--- src/hdl/trie_root_word_replacer_unit_macros.svh ---
// ---------------------------------------------------------------------------
// Assertion macros for the trie root word replacer
// Clocked on clock, quiet while reset is high.
// ---------------------------------------------------------------------------
`ifndef TRIE_ROOT_WORD_REPLACER_UNIT_MACROS_SVH
`define TRIE_ROOT_WORD_REPLACER_UNIT_MACROS_SVH

`define TRWR_ASSERT(lbl, prop, msg) \
   lbl: assert property (@(posedge clock) disable iff (reset) prop) else $error(msg);

`define TRWR_ASSERT_NEVER(lbl, cond, msg) \
   lbl: assert property (@(posedge clock) disable iff (reset) !(cond)) else $error(msg);

`endif

--- src/hdl/trwr_pkg.sv ---
// ---------------------------------------------------------------------------
// trwr_pkg
// Types and constants shared by the trie root word replacer.
// ---------------------------------------------------------------------------
package trwr_pkg;

   localparam int NODES    = 1024;
   localparam int ALPHABET = 26;
   localparam int NODE_W   = $clog2(NODES);
   localparam int USED_W   = $clog2(NODES + 1);
   localparam int SLOTS    = NODES * ALPHABET;
   localparam int ADDR_W   = $clog2(SLOTS);
   localparam int IDX_W    = $clog2(ALPHABET);

   localparam logic [7:0] CHAR_A       = 8'd97;
   localparam logic [7:0] CHAR_SPACE   = 8'd32;
   localparam logic       CMD_DICT     = 1'b0;
   localparam logic       CMD_SENTENCE = 1'b1;

   typedef enum logic [1:0] {
      ST_OK   = 2'd0,
      ST_FULL = 2'd1,
      ST_BAD  = 2'd2
   } status_type;

   typedef enum logic [1:0] {
      MODE_GAP    = 2'd0,
      MODE_FOLLOW = 2'd1,
      MODE_COPY   = 2'd2,
      MODE_ROOT   = 2'd3
   } mode_type;

   typedef enum logic [1:0] {
      PH_CLEAR = 2'd0,
      PH_FETCH = 2'd1,
      PH_EXEC  = 2'd2
   } phase_type;

   typedef struct packed {
      logic       command;
      logic [7:0] char_code;
      logic       end_mark;
   } req_type;

   typedef struct packed {
      logic [7:0] out_char;
      logic       char_valid;
      logic       sentence_end;
      status_type status;
   } rsp_type;

   typedef struct packed {
      logic             command;
      logic [7:0]       char_code;
      logic             end_mark;
      logic             is_letter;
      logic             is_space;
      logic [IDX_W-1:0] idx;
   } item_type;

   typedef struct packed {
      logic [1:0] count;
      rsp_type    first;
      rsp_type    second;
   } push_type;

   typedef struct packed {
      logic              mark;
      logic [NODE_W-1:0] child;
   } link_type;

endpackage

--- src/hdl/trwr_outq.sv ---
// ---------------------------------------------------------------------------
// trwr_outq
// Four-entry result queue; takes up to two results a cycle, gives one.
// ---------------------------------------------------------------------------
module trwr_outq (
   input  logic               clock,
   input  logic               reset,
   input  trwr_pkg::push_type push,
   output logic               space_ok,
   output logic               rsp_valid,
   input  logic               rsp_ready,
   output trwr_pkg::rsp_type  rsp_payload
);

   trwr_pkg::rsp_type entry_ff [4];
   logic [2:0]        count_ff, count_in;
   logic [1:0]        wr_ptr_ff, wr_ptr_in;
   logic [1:0]        rd_ptr_ff, rd_ptr_in;
   logic              pop;

   assign rsp_valid   = (count_ff != 3'd0);
   assign rsp_payload = entry_ff[rd_ptr_ff];
   assign pop         = rsp_valid && rsp_ready;
   assign space_ok    = (count_ff <= 3'd2);

   always_comb begin
      wr_ptr_in = wr_ptr_ff + push.count;
      rd_ptr_in = rd_ptr_ff + {1'b0, pop};
      count_in  = count_ff + {1'b0, push.count} - {2'b00, pop};
   end

   always_ff @(posedge clock) begin
      if (reset) begin
         count_ff  <= 3'd0;
         wr_ptr_ff <= 2'd0;
         rd_ptr_ff <= 2'd0;
      end else begin
         count_ff  <= count_in;
         wr_ptr_ff <= wr_ptr_in;
         rd_ptr_ff <= rd_ptr_in;
      end
   end

   always_ff @(posedge clock) begin
      if (push.count != 2'd0) begin
         entry_ff[wr_ptr_ff] <= push.first;
      end
      if (push.count == 2'd2) begin
         entry_ff[wr_ptr_ff + 2'd1] <= push.second;
      end
   end

endmodule

--- config.mk ---
export PLATFORM = sky130hd
export DESIGN_NAME = trwr_outq
export DESIGN_NICKNAME = d
export VERILOG_FILES = /design/src/hdl/trie_root_word_replacer_unit_macros.svh /design/src/hdl/trwr_pkg.sv /design/src/hdl/trwr_outq.sv
export SDC_FILE = /design/constraint.sdc
export NUM_CORES = 1
export LEC_CHECK = 0
export BUFFER_PORTS_ARGS = -buffer_cell sky130_fd_sc_hd__buf_4
export CORE_MARGIN = 3
export CORE_UTILIZATION = 25
export DETAILED_ROUTE_END_ITERATION = 12
export GPL_TIMING_DRIVEN = 0
export PLACE_DENSITY = 0.44
export SETUP_SLACK_MARGIN = 0.1
export SYNTH_ARGS = -nofsm -noshare
export SYNTH_HDL_FRONTEND = slang
export SYNTH_SLANG_ARGS = --single-unit
--- constraint.sdc ---
create_clock -name clock -period 4.4 [get_ports clock]
set_clock_uncertainty 0.1 [all_clocks]
set_input_delay 0.88 -clock clock [delete_from_list [all_inputs] [get_ports clock]]
set_output_delay 0.88 -clock clock [all_outputs]
set_load 0.01 [all_outputs]
==> flow_metrics.tcl <==
set metrics [dict create \
    status "finished, final reports clean" \
    syn_to_final_growth_pct 22.8 \
    final_common_cell "edfxtp_1" \
    grt-ovfl-total 0 \
    vias 1523 \
    maxSlewViolCount 0 \
    layout_common_cells "edfxtp_1 (48), buf_4 (43), mux2_4 (28)" \
    hold_buffers 0 \
    setup_viol 0 \
    dieWidth_um 114 \
    hold_violations 0 \
    p_leak_nw 1.37 \
    path_delay_family "buffers and inverters" \
    power.density_nw_per_um2 434 \
    period_minus_slack_ns 2.75 \
    first_pass_iters 4 \
    end_kind "primary output" \
    cts.repair.resized 0 \
    slowest_delay_ns 0.56 \
    grt_max_degree 18 \
    r2r_end "entry_ff[1][2]" \
    post_cts.repair.setup_buffers 0 \
    fin_ws_ns 1.65 \
    synthCells 161 \
    cts_tree "done" \
    synthesis.area_um2 2930 \
    maxCapViolCount 0 \
    ys_seq_area_share_pct 54.0 \
    drive_gt1_share_pct 56.2 \
    max_freq_ghz 0.363 \
    htreeDepth 2 \
    start_kind "flip-flop" \
    required_ns 3.42 \
    place_inst 342 \
    cp_common_cell "buf_4" \
    wl_um 6120 \
    rsz0062_at_grt "false" \
    dieArea_um2 13100 \
    clk_pin_slew_ns 0.07 \
    yosysUniqueCellTypes 27 \
    cp-startpoint "rd_ptr_ff[0]" \
    vias_per_cell 4.35 \
    timing.rr.start "wr_ptr_ff[0]" \
    final-seq-area_um2 1580 \
    cp_num_buf_inv 3 \
    synth_ff_type "edfxtp_1" \
    async_reset_ff_share_pct 0 \
    setup-tns-final_ns 0 \
    initial_utilization_pct 26.3 \
    antenna_left 0 \
    io_buffers 41 \
    reg2reg_depth 2 \
    rows 38 \
    drt_iter0_drc 38 \
    ys_ff_latch 55 \
    grt_usage_pct 9.95 \
    rrSetupSlack_ns 2.23 \
    synth_edf_count 48 \
    dpl.hpwl_um 4130 \
    fin_cells 350 \
    worstMarginPinSlew_ns 1.23 \
    grt_pass1_wl_um 9600 \
    cts_buffers 5 \
    critical_path_arrival_ns 1.77 \
    nets 242 \
    path_max_fanout 10 \
    antenna_found_initial 0 \
    yosysWarnings 0 \
    post-route-period-util_pct 62.5 \
    worst-path-stages 4 \
    die_y_um 114 \
    path_class "flip-flop to primary output" \
    multi_input_area_um2 1270 \
    syn_nets 194 \
    clock_latency_ns 0.29 \
    clock-sinks 55 \
    routedWlPerCell_um 17.5 \
    gp_congestion 0.672 \
    endpoint "rsp_payload[5]" \
    n_antenna_cell 0 \
    cp_slowest_cell "mux4_2" \
    avgSynthCellArea_um2 18.2 \
    fill_cells 1125 \
    slew_headroom_pct 17.9 \
    crit_chain "buf_4, buf_4, mux4_2, buf_4" \
    core_region_area_um2 11100 \
    ir_worst_vdd_mv 0.166 \
    ios 43 \
    clockBufferDepth 2 \
    root_buffer "clkbuf_16" \
    grt_pass1_vias 1641 \
    place_ws_ns 1.57 \
    hp-class "flip-flop to flip-flop" \
    route.detailed.drc 0 \
]
[Yosys cell counts (2+ instances only)]
library cell | count | area share (%)
edfxtp_1 | 48 | 49
mux2_4 | 28 | 14
mux2_2 | 12 | 4.6
mux4_2 | 12 | 9.2
mux2_1 | 10 | 3.8
dfxtp_1 | 7 | 4.8
nor2_1 | 6 | 0.77
nor2b_1 | 6 | 1.3
buf_2 | 3 | 0.51
buf_6 | 3 | 1.2
ha_1 | 3 | 1.3
inv_1 | 3 | 0.38
and4bb_4 | 2 | 1.1
buf_4 | 2 | 0.51
mux2i_1 | 2 | 0.68
o31ai_1 | 2 | 0.51
xnor3_1 | 2 | 1.5
[layout make-up]
cell class	count	area share (%)
Multi-Input combinational cell	94	35.3
Clock inverter	2	1.08
Sequential cell	55	44.0
Buffer	9	2.33
Inverter	3	0.313
Timing Repair Buffer	41	8.56
Clock buffer	6	3.58
Tap cell	140	4.87
[logic make-up after synthesis]
group / share of synthesized area [%]
mux: 32.7
fa+ha+maj: 1.97
xor+xnor: 1.54
buf+inv: 3.25
compound gates: 1.62
simple gates: 4.91
flops: 54.0
[how the worst min path moves through the flow]
stage                 start  cells past startpoint            to
2_1_floorplan  rd_ptr_ff[1]                      2  rd_ptr_ff[1]
3_3_place_gp   rd_ptr_ff[1]                      2  rd_ptr_ff[1]
3_5_place_dp   rd_ptr_ff[1]                      2  rd_ptr_ff[1]
4_1_cts        rd_ptr_ff[1]                      2  rd_ptr_ff[1]
5_1_grt        rd_ptr_ff[1]                      2  rd_ptr_ff[1]
6_report       rd_ptr_ff[1]                      2  rd_ptr_ff[1]
[per-stage QoR]
step	cell area, um^2	utilization [%]	hold slack, ns	total power [mW]
after global placement	3410	30.7	0.511	1.13
final	3600	32.3	0.532	1.56
after floorplan	2930	-	0.469	0.954
after detailed placement	3430	30.8	0.524	1.13
after CTS	3590	32.3	0.544	1.59
after global routing	3600	32.3	0.568	1.64
[per-layer routing]
metal  track usage [%]  part of all wire, %  up-vias  routed length [um]
met5                 0                    0        -                   0
met4              3.09                  1.5        0                  94
met3              2.01                  3.5        5                 217
met2              16.4                   49       28                3020
met1              13.2                   46      759                2780
li1                  -                    -      731                   -
[worst reg2reg max path: cells and delay by family (launching register included)]
| kind | cells | cell delay [ns] |
|---|---|---|
| and+or+nand+nor | 1 | 0.95 |
| muxes | 1 | 0.18 |
| DFF | 1 | 0.56 |
[flip-flops by register name (all words and copies together), names as in the netlist]
name / count
rd_ptr_ff: 2
wr_ptr_ff: 2
count_ff: 3
entry_ff: 48
[power breakdown]
part	switching (mW)	internal, mW
registers	0.0269	0.642
logic	0.192	0.245
clock network	0.184	0.271
total	0.402	1.16
Power figures use the tool's default switching activity.
