[config.mk]
export PLATFORM = sky130hd
export DESIGN_NAME = trwr_front
export DESIGN_NICKNAME = d
export VERILOG_FILES = /design/src/hdl/trie_root_word_replacer_unit_macros.svh /design/src/hdl/trwr_pkg.sv /design/src/hdl/trwr_front.sv
export SDC_FILE = /design/constraint.sdc
export NUM_CORES = 1
export LEC_CHECK = 0
export ABC_AREA = 0
export BUFFER_PORTS_ARGS = -buffer_cell sky130_fd_sc_hd__buf_2
export CAP_MARGIN = 20
export CORE_ASPECT_RATIO = 1.2
export CORE_UTILIZATION = 30
export CTS_CLUSTER_DIAMETER = 50
export DETAILED_ROUTE_END_ITERATION = 8
export SYNTH_ARGS = -nofsm -noshare
export SYNTH_HDL_FRONTEND = slang
export SYNTH_SLANG_ARGS = --single-unit
[constraint.sdc]
create_clock -name clock -period 2.9 [get_ports clock]
set_input_delay 0.58 -clock clock [delete_from_list [all_inputs] [get_ports clock]]
set_output_delay 0.58 -clock clock [all_outputs]
set_load 0.02 [all_outputs]
[src/hdl/trie_root_word_replacer_unit_macros.svh]
// ---------------------------------------------------------------------------
// Assertion macros for the trie root word replacer
// Clocked on clock, quiet while reset is high.
// ---------------------------------------------------------------------------
`ifndef TRIE_ROOT_WORD_REPLACER_UNIT_MACROS_SVH
`define TRIE_ROOT_WORD_REPLACER_UNIT_MACROS_SVH

`define TRWR_ASSERT(lbl, prop, msg) \
   lbl: assert property (@(posedge clock) disable iff (reset) prop) else $error(msg);

`define TRWR_ASSERT_NEVER(lbl, cond, msg) \
   lbl: assert property (@(posedge clock) disable iff (reset) !(cond)) else $error(msg);

`endif

[src/hdl/trwr_pkg.sv]
// ---------------------------------------------------------------------------
// trwr_pkg
// Types and constants shared by the trie root word replacer.
// ---------------------------------------------------------------------------
package trwr_pkg;

   localparam int NODES    = 1024;
   localparam int ALPHABET = 26;
   localparam int NODE_W   = $clog2(NODES);
   localparam int USED_W   = $clog2(NODES + 1);
   localparam int SLOTS    = NODES * ALPHABET;
   localparam int ADDR_W   = $clog2(SLOTS);
   localparam int IDX_W    = $clog2(ALPHABET);

   localparam logic [7:0] CHAR_A       = 8'd97;
   localparam logic [7:0] CHAR_SPACE   = 8'd32;
   localparam logic       CMD_DICT     = 1'b0;
   localparam logic       CMD_SENTENCE = 1'b1;

   typedef enum logic [1:0] {
      ST_OK   = 2'd0,
      ST_FULL = 2'd1,
      ST_BAD  = 2'd2
   } status_type;

   typedef enum logic [1:0] {
      MODE_GAP    = 2'd0,
      MODE_FOLLOW = 2'd1,
      MODE_COPY   = 2'd2,
      MODE_ROOT   = 2'd3
   } mode_type;

   typedef enum logic [1:0] {
      PH_CLEAR = 2'd0,
      PH_FETCH = 2'd1,
      PH_EXEC  = 2'd2
   } phase_type;

   typedef struct packed {
      logic       command;
      logic [7:0] char_code;
      logic       end_mark;
   } req_type;

   typedef struct packed {
      logic [7:0] out_char;
      logic       char_valid;
      logic       sentence_end;
      status_type status;
   } rsp_type;

   typedef struct packed {
      logic             command;
      logic [7:0]       char_code;
      logic             end_mark;
      logic             is_letter;
      logic             is_space;
      logic [IDX_W-1:0] idx;
   } item_type;

   typedef struct packed {
      logic [1:0] count;
      rsp_type    first;
      rsp_type    second;
   } push_type;

   typedef struct packed {
      logic              mark;
      logic [NODE_W-1:0] child;
   } link_type;

endpackage

[src/hdl/trwr_front.sv]
// ---------------------------------------------------------------------------
// trwr_front
// Accepts requests, classifies the byte and holds them in a two-entry queue.
// ---------------------------------------------------------------------------
module trwr_front (
   input  logic               clock,
   input  logic               reset,
   input  logic               clear_done,
   input  logic               req_valid,
   output logic               req_ready,
   input  trwr_pkg::req_type  req_payload,
   output logic               head_valid,
   output trwr_pkg::item_type head,
   input  logic               pop
);

   trwr_pkg::item_type entry_ff [2];
   trwr_pkg::item_type item_in;
   logic [1:0]         count_ff, count_in;
   logic               wr_ptr_ff, wr_ptr_in;
   logic               rd_ptr_ff, rd_ptr_in;
   logic               push;
   logic [7:0]         offset;

   assign req_ready  = clear_done && (count_ff != 2'd2);
   assign push       = req_valid && req_ready;
   assign head_valid = (count_ff != 2'd0);
   assign head       = entry_ff[rd_ptr_ff];

   always_comb begin
      offset              = req_payload.char_code - trwr_pkg::CHAR_A;
      item_in.command     = req_payload.command;
      item_in.char_code   = req_payload.char_code;
      item_in.end_mark    = req_payload.end_mark;
      item_in.is_letter   = (req_payload.char_code >= trwr_pkg::CHAR_A) &&
                            (offset < 8'(trwr_pkg::ALPHABET));
      item_in.is_space    = (req_payload.char_code == trwr_pkg::CHAR_SPACE);
      item_in.idx         = offset[trwr_pkg::IDX_W-1:0];
      wr_ptr_in           = push ? ~wr_ptr_ff : wr_ptr_ff;
      rd_ptr_in           = pop ? ~rd_ptr_ff : rd_ptr_ff;
      count_in            = count_ff + {1'b0, push} - {1'b0, pop};
   end

   always_ff @(posedge clock) begin
      if (reset) begin
         count_ff  <= 2'd0;
         wr_ptr_ff <= 1'b0;
         rd_ptr_ff <= 1'b0;
      end else begin
         count_ff  <= count_in;
         wr_ptr_ff <= wr_ptr_in;
         rd_ptr_ff <= rd_ptr_in;
      end
   end

   always_ff @(posedge clock) begin
      if (push) begin
         entry_ff[wr_ptr_ff] <= item_in;
      end
   end

endmodule

==> results.txt, run 1 <==
----------------------------------------------------
[Timing]
  Worst clock skew on the final layout ... 0.00417 ns
  Time the final worst path needs with I/O delays and setup ... 2.11 ns
  Peak clock frequency supported by timing ... 473 MHz
  Ratio of final minimum period to clock period ... 72.8%
  Setup violators final ... 0
  Accumulated negative setup slack ... 0 ns
  Fin. Hold Viols ... 0
  Setup repair after global routing missed its margin ... false
  Slew Limit Headroom ... 72.4%
  Number of slew-limit violations in the final report ... 0
  Transition time at the pin with the least slew margin ... 0.413 ns

[Min path]
  Source of the worst hold timing path ... req_payload[0]
  Class of the tightest hold or removal check ... in2reg

[Synth]
  Share of the yosys chip area belonging to registers ... 68.7%
  Total nets after synthesis ... 123
  Yosys top cell by area ... edfxtp_1
  Warnings, synthesis ... 0
  Commonest cells post-synth ... edfxtp_1 (34), mux2_2 (17), nor2_1 (10)
  Share of the synthesized area in the top cell type ... 62.5%
  Predominant post-synthesis flop cell ... edfxtp_1
  Number of distinct standard cells referenced by the synthesized netlist ... 23
  Summed instance area of the synthesized netlist ... 1630 um2
  Number of enable flip-flop cells after synthesis ... 34
  Main area contributors after synthesis ... edfxtp_1 (63%), mux2_2 (12%), dfxtp_1 (6.1%), ha_1 (3.1%), nor2_1 (2.3%)
  Fraction of synthesis flops using an asynchronous set or reset pin ... 0%
  Number of instances in the synthesized netlist ... 104
  Mean area per synthesized cell ... 15.7 um2
  Cell with the most instances after synthesis ... edfxtp_1
  Count of state elements after synthesis ... 39

[Place]
  Final Wtd Congestion ... 0.774
  Cell count after placement ... 200
  Post-DP HPWL ... 1990 um
  Number of input and output port buffers inserted ... 33

[Setup path]
  Worst path bufs/invs ... 2
  Critical path data arrival time ... 1.53 ns
  Maximum fanout count along the critical path ... 13
  Cell family contributing the most delay on the critical path ... flip-flops
  Library cell contributing the largest single delay on the critical path ... dfxtp_1
  Endpoint type of the worst setup path ... output port
  Nature of the critical path startpoint ... flop
  Critical register-to-register path startpoint ... count_ff[1]
  Required time reported for the critical path endpoint ... 2.32 ns
  Startpoint-to-endpoint class of the critical path ... reg2out
  Peak per-stage delay on the critical path ... 0.44 ns
  Critical path cell sequence ... buf_4 -> mux2_2 -> buf_2

[Drt]
  Wire length after detailed routing ... 2920 um
  Average wire per standard cell ... 14.0 um
  Iter 0 DRT Violations ... 25
  ANT nets after route ... 0
  First-pass DRT Iterations ... 4
  Total via count in the routed design ... 937
  DRC errors left ... 0
  Via count normalized by instance count ... 4.50

[Clock tree]
  Number of levels in the clock H-tree ... 2
  Buffer levels on the longest clock path ... 2
  Post-CTS resize count ... 0
  Clock Pin Slew Worst Setup and Hold Paths ... 0.07 ns
  Clock latency at the later pin of the worst-skew pair ... 0.29 ns
  CTS tree ... built
  Count of buffers added by post-CTS timing repair for setup ... 0
  Number of buffers created by CTS ... 5
  Buffer type at the clock tree root ... clkbuf_8
  Post-CTS Hold Buffers ... 0
  Sinks on the clock net ... 39

[Floorplan]
  Placement row count ... 29
  Number of I/O pins ... 34
  Die area ... 5740 um2
  Core box area ... 5260 um2
  Effective utilization at floorplan ... 31.0%
  Width of the die ... 69.3 um
  Die H ... 82.8 um

[Cells and area]
  Finished Core Util ... 37.4%
  Number of cells in the finished layout apart from fillers ... 208
  Net total in the final layout ... 164
  Area growth syn-to-layout ... 20.6%
  FILL cells ... 478
  Ratio of cells with drive above 1 in the final layout ... 42.5%
  Ant. Diodes ... 0

[Power and ir drop]
  Power per Cell Area ... 623 nW/um2
  Max IR drop VDD ... 0.351 mV
  Leakage Power ... 0.763 nW

[Global route]
  Overall routing resource usage ... 10.8%
  Number of global-route vias before repair ... 995
  Pin count of the biggest net entering global routing ... 18
  Number of antenna violations at the first check in global routing ... 0
  Global-route wire length before repair ... 4690 um
  GRT Residual Overflow ... 0

[Status]
  Run status ... complete, no violations

[Job]
  Number of max-cap violations ... 0

----------------------------------------------------
layout by cell type (no fill, tap or decap):
cell,n
a21boi_0,2
a2bb2oi_1,1
and3_2,1
and4_1,1
buf_2,33
buf_4,3
clkbuf_1,2
clkbuf_8,5
clkinv_2,1
dfxtp_1,5
edfxtp_1,34
ha_1,4
inv_1,7
mux2_2,17
mux2i_1,1
nand2_1,2
nand2b_1,2
nor2_1,10
nor2b_1,1
nor3_1,1
nor3_2,1
nor3b_2,1
o211ai_1,1
o21ai_1,1
o311a_1,1
xnor2_1,4
xor2_1,4
metal layers:
| layer | routed length (um) | GRT usage [%] | part of all wire (%) | vias to the layer above |
|---|---|---|---|---|
| met5 | 0 | 0 | 0 | - |
| met4 | 92 | 7.79 | 3.2 | 0 |
| met3 | 127 | 2.67 | 4.4 | 10 |
| met2 | 1550 | 18.7 | 53 | 25 |
| met1 | 1150 | 11.3 | 39 | 446 |
| li1 | - | - | - | 456 |
sequential cells by signal (all words and copies together), names as in the netlist, named ones only:
register,cells
count_ff,2
entry_ff,34
rd_ptr_ff,1
wr_ptr_ff,1
through the flow:
| stage | worst slack (ns) | hold WS, ns | area, um2 | total power [mW] |
|---|---|---|---|---|
| after floorplan | 1.01 | 0.480 | 1630 | 0.823 |
| after global placement | 0.786 | 0.497 | 1890 | 0.892 |
| after detailed placement | 0.704 | 0.519 | 1890 | 0.902 |
| after CTS | 0.738 | 0.471 | 1970 | 1.24 |
| after global routing | 0.687 | 0.473 | 1970 | 1.28 |
| final | 0.788 | 0.475 | 1970 | 1.23 |
where the power goes:
| group | internal, mW | total, mW | leakage [nW] | switching, mW |
|---|---|---|---|---|
| logic | 0.0885 | 0.217 | 0.368 | 0.129 |
| clock network | 0.168 | 0.341 | 0.0422 | 0.173 |
| registers | 0.654 | 0.669 | 0.353 | 0.0150 |
final cells by class:
| type | count | area [um2] | area share (%) |
|---|---|---|---|
| clock inverters | 1 | 5.00 | 0.254 |
| repair buffers | 36 | 188 | 9.53 |
| flip-flops and latches | 39 | 1120 | 56.9 |
| well taps | 62 | 77.6 | 3.94 |
| inverters | 7 | 26.3 | 1.33 |
| multi-input cells | 56 | 475 | 24.1 |
| clock buffers | 7 | 76.3 | 3.88 |
final timing paths:
check,end,slack (ns),cells past startpoint
setup / recovery,head[4],0.79,3
hold / removal,entry_ff[0][7],0.48,1
setup reg to reg,count_ff[1],1.10,8
hold reg to reg,flop,0.54,2
logic make-up after synthesis:
kind of cell	after synthesis	synth area share (%)
AND/OR/NAND/NOR	20	6.59
adder cells (fa/ha/maj)	4	3.07
flip-flops	39	68.7
multiplexers	18	12.3
AO/OA/AOI/OAI	6	2.83
XOR/XNOR	8	4.29
buffers and inverters	9	2.22
Power figures use the tool's default switching activity.
==> inputs of run 2 (changes only) <==
--- a/config.mk
+++ b/config.mk
@@ -5,7 +5,7 @@
 export SDC_FILE = /design/constraint.sdc
 export NUM_CORES = 1
 export LEC_CHECK = 0
-export ABC_AREA = 0
+export ABC_AREA = 1
 export BUFFER_PORTS_ARGS = -buffer_cell sky130_fd_sc_hd__buf_2
 export CAP_MARGIN = 20
 export CORE_ASPECT_RATIO = 1.2
==> constraint.sdc (replaced) <==
create_clock -name clock -period 1.7 [get_ports clock]
set_input_delay 0.34 -clock clock [delete_from_list [all_inputs] [get_ports clock]]
set_output_delay 0.34 -clock clock [all_outputs]
set_load 0.02 [all_outputs]
==> run 2 against run 1 <==
Compared with the run above:
- sequential share of layout area decreased by 5.0 points
- synthesized cell count increased by 13%
- critical path depth unchanged
- area after synthesis increased by 2.1%
- design area increased by 10%
- first-iteration DRC count increased to 2.5 times the previous value
- die area increased by 2.0%
- clock power increased by 69%
- register-to-register slack got worse by 1.0 ns
- count of clock-buffer cells in the layout decreased by 1
==> results.txt, run 2 <==
----------------------------------------------------
[Setup path]
  Library cell contributing the largest single delay on the critical path ... dfxtp_4
  Nature of the critical path startpoint ... flop
  Endpoint type of the worst setup path ... output port
  Critical path cell sequence ... clkbuf_16 -> mux2_2 -> buf_6
  Cell family contributing the most delay on the critical path ... flip-flops
  Peak per-stage delay on the critical path ... 0.38 ns
  Worst path bufs/invs ... 2
  Register-to-register setup slack ... 0.10 ns
  Critical path data arrival time ... 1.30 ns
  Maximum fanout count along the critical path ... 8
  Startpoint-to-endpoint class of the critical path ... reg2out
  Required time reported for the critical path endpoint ... 1.36 ns

[Timing]
  Setup violators final ... 0
  Ratio of final minimum period to clock period ... 96.7%
  Setup repair after global routing missed its margin ... false
  Fin. Hold Viols ... 0
  Number of slew-limit violations in the final report ... 0
  Accumulated negative setup slack ... 0 ns
  Transition time at the pin with the least slew margin ... 0.407 ns
  Time the final worst path needs with I/O delays and setup ... 1.64 ns
  Peak clock frequency supported by timing ... 608 MHz
  Slew Limit Headroom ... 72.6%
  Worst clock skew on the final layout ... 0.00143 ns

[Place]
  Final Wtd Congestion ... 0.714
  Placement Cell Area ... 1970 um2
  Number of input and output port buffers inserted ... 33
  Post-DP HPWL ... 2090 um

[Drt]
  Average wire per standard cell ... 13.9 um
  Via count normalized by instance count ... 4.56
  Wire length after detailed routing ... 3140 um
  ANT nets after route ... 0
  Iter 0 DRT Violations ... 63
  Total via count in the routed design ... 1,027
  DRC errors left ... 0
  First-pass DRT Iterations ... 4

[Clock tree]
  Number of buffers created by CTS ... 5
  Clock latency at the later pin of the worst-skew pair ... 0.29 ns
  Sinks on the clock net ... 39
  Buffer type at the clock tree root ... clkbuf_8
  Buffer levels on the longest clock path ... 2
  Clock Pin Slew Worst Setup and Hold Paths ... 0.07 ns
  Number of levels in the clock H-tree ... 2
  CTS tree ... built
  Post-CTS Hold Buffers ... 0

[Cells and area]
  Max FFs per register ... 34
  Ratio of cells with drive above 1 in the final layout ... 49.7%
  Commonest non-fill, non-tap cell in the layout ... edfxtp_1
  Largest registers in the final layout ... entry_ff x34, count_ff x2
  Area growth syn-to-layout ... 30.5%
  Largest reg by FF count ... entry_ff
  Ant. Diodes ... 0
  Area of all placed cells without fillers ... 2170 um2
  Net total in the final layout ... 181
  FILL cells ... 494
  Leading cell types in the layout, fill and taps excluded ... edfxtp_1 (34), buf_2 (26), mux2_2 (16)

[Synth]
  Number of instances in the synthesized netlist ... 117
  Main area contributors after synthesis ... edfxtp_1 (61%), mux2_2 (11%), dfxtp_1 (6.0%), nand2_1 (3.2%), ha_1 (3.0%)
  Fraction of synthesis flops using an asynchronous set or reset pin ... 0%
  Number of distinct standard cells referenced by the synthesized netlist ... 23
  Fraction of the mapped netlist area in compound gates ... 1.50%
  Commonest cells post-synth ... edfxtp_1 (34), mux2_2 (16), nand2_1 (14)
  Adder-cell share of the synthesized area ... 3.00%
  Synth Area in Simple Gates ... 10.9%
  Count of state elements after synthesis ... 39
  Mean area per synthesized cell ... 14.2 um2
  Warnings, synthesis ... 0
  Predominant post-synthesis flop cell ... edfxtp_1
  Number of enable flip-flop cells after synthesis ... 34
  Summed instance area of the synthesized netlist ... 1670 um2
  Yosys top cell by area ... edfxtp_1
  Cell with the most instances after synthesis ... edfxtp_1
  Fraction of synthesized cell area in xor and xnor cells ... 1.58%
  Main combinational cell family by area after synthesis ... multiplexers
  Share of the synthesized area in the top cell type ... 61.3%
  Multiplexer share of the synthesized area ... 11.7%
  Total nets after synthesis ... 136
  Share of the yosys chip area belonging to registers ... 67.3%

[Power and ir drop]
  Max IR drop VDD ... 0.331 mV
  Leakage Power ... 0.853 nW
  Power per Cell Area ... 976 nW/um2

[Floorplan]
  Die area ... 5860 um2
  Number of I/O pins ... 34
  Width of the die ... 70.0 um
  Core box area ... 5330 um2
  Effective utilization at floorplan ... 31.2%
  Die H ... 83.6 um
  Placement row count ... 29

[Global route]
  Overall routing resource usage ... 11.2%
  GRT Residual Overflow ... 0
  Pin count of the biggest net entering global routing ... 18
  Global-route wire length before repair ... 4810 um
  Number of antenna violations at the first check in global routing ... 0
  Number of global-route vias before repair ... 1,046

[Status]
  Run status ... complete, no violations

[Job]
  Number of max-cap violations ... 0

[Min path]
  Class of the tightest hold or removal check ... in2reg

----------------------------------------------------
-- run 2: worst register-to-register path, stage by stage (launching register included) --
cell	delay (ns)
dfxtp_4	0.34
inv_1	0.05
a21boi_4	0.16
nand2_2	0.09
ha_4	0.27
inv_2	0.04
ha_4	0.16
xor2_2	0.15
nor2_1	0.06
nor3b_1	0.19
-- run 2: what timing repair did --
| action | CTS | global route |
|---|---|---|
| resized for setup | 0 | 25 |
| endpoints found under the setup margin | 0 | 17 |
| setup buffers | 0 | 1 |
-- run 2: cell families (layout without fill, tap and decap cells) --
logic type,Yosys count,count (layout)
flip-flops,39,39
AND/OR/NAND/NOR,37,37
multiplexers,17,17
buffers and inverters,14,60
adder cells (fa/ha/maj),4,4
AO/OA/AOI/OAI,3,3
XOR/XNOR,3,3
-- run 2: final timing paths --
check,start,to,depth (start not counted)
worst min register to register,rd_ptr_ff,flop,2
worst max register to register,count_ff[0],count_ff[1],9
worst max-delay path,flop,head[1],3
worst min-delay path,req_payload[9],entry_ff[0][16],1
-- run 2: through the flow --
stage | instances | worst slack (ns) | util [%] | hold slack [ns] | power [mW]
2_1_floorplan | 117 | 0.0175 | - | 0.410 | 1.37
3_3_place_gp | 215 | 0.111 | 37.0 | 0.500 | 1.49
3_5_place_dp | 215 | -0.00279 | 37.0 | 0.500 | 1.51
4_1_cts | 223 | 0.00422 | 38.5 | 0.228 | 2.09
5_1_grt | 225 | 0.0131 | 40.8 | 0.225 | 2.24
6_report | 225 | 0.0564 | 40.8 | 0.236 | 2.12
-- run 2: cell type report --
cell class / count / area (um2) / share of cell area [%]
sequential: 39 / 1130 / 52.0
inverter: 12 / 45.0 / 2.07
clock buffer: 6 / 72.6 / 3.34
multi-input combinational: 64 / 526 / 24.2
tap: 62 / 77.6 / 3.57
clock inverter: 2 / 7.51 / 0.345
timing repair buffer: 40 / 317 / 14.6
-- run 2: power breakdown --
group	total [mW]	internal [mW]	switching (mW)
clock	0.575	0.279	0.296
sequential	1.12	1.10	0.0226
combinational	0.423	0.200	0.224
-- run 2: metal layers --
metal	routed length [um]	part of all wire, %	track usage, %
met5	0	0	0
met2	1600	51	18.2
met1	1290	41	12.0
met4	56	1.8	6.36
met3	190	6.1	4.83
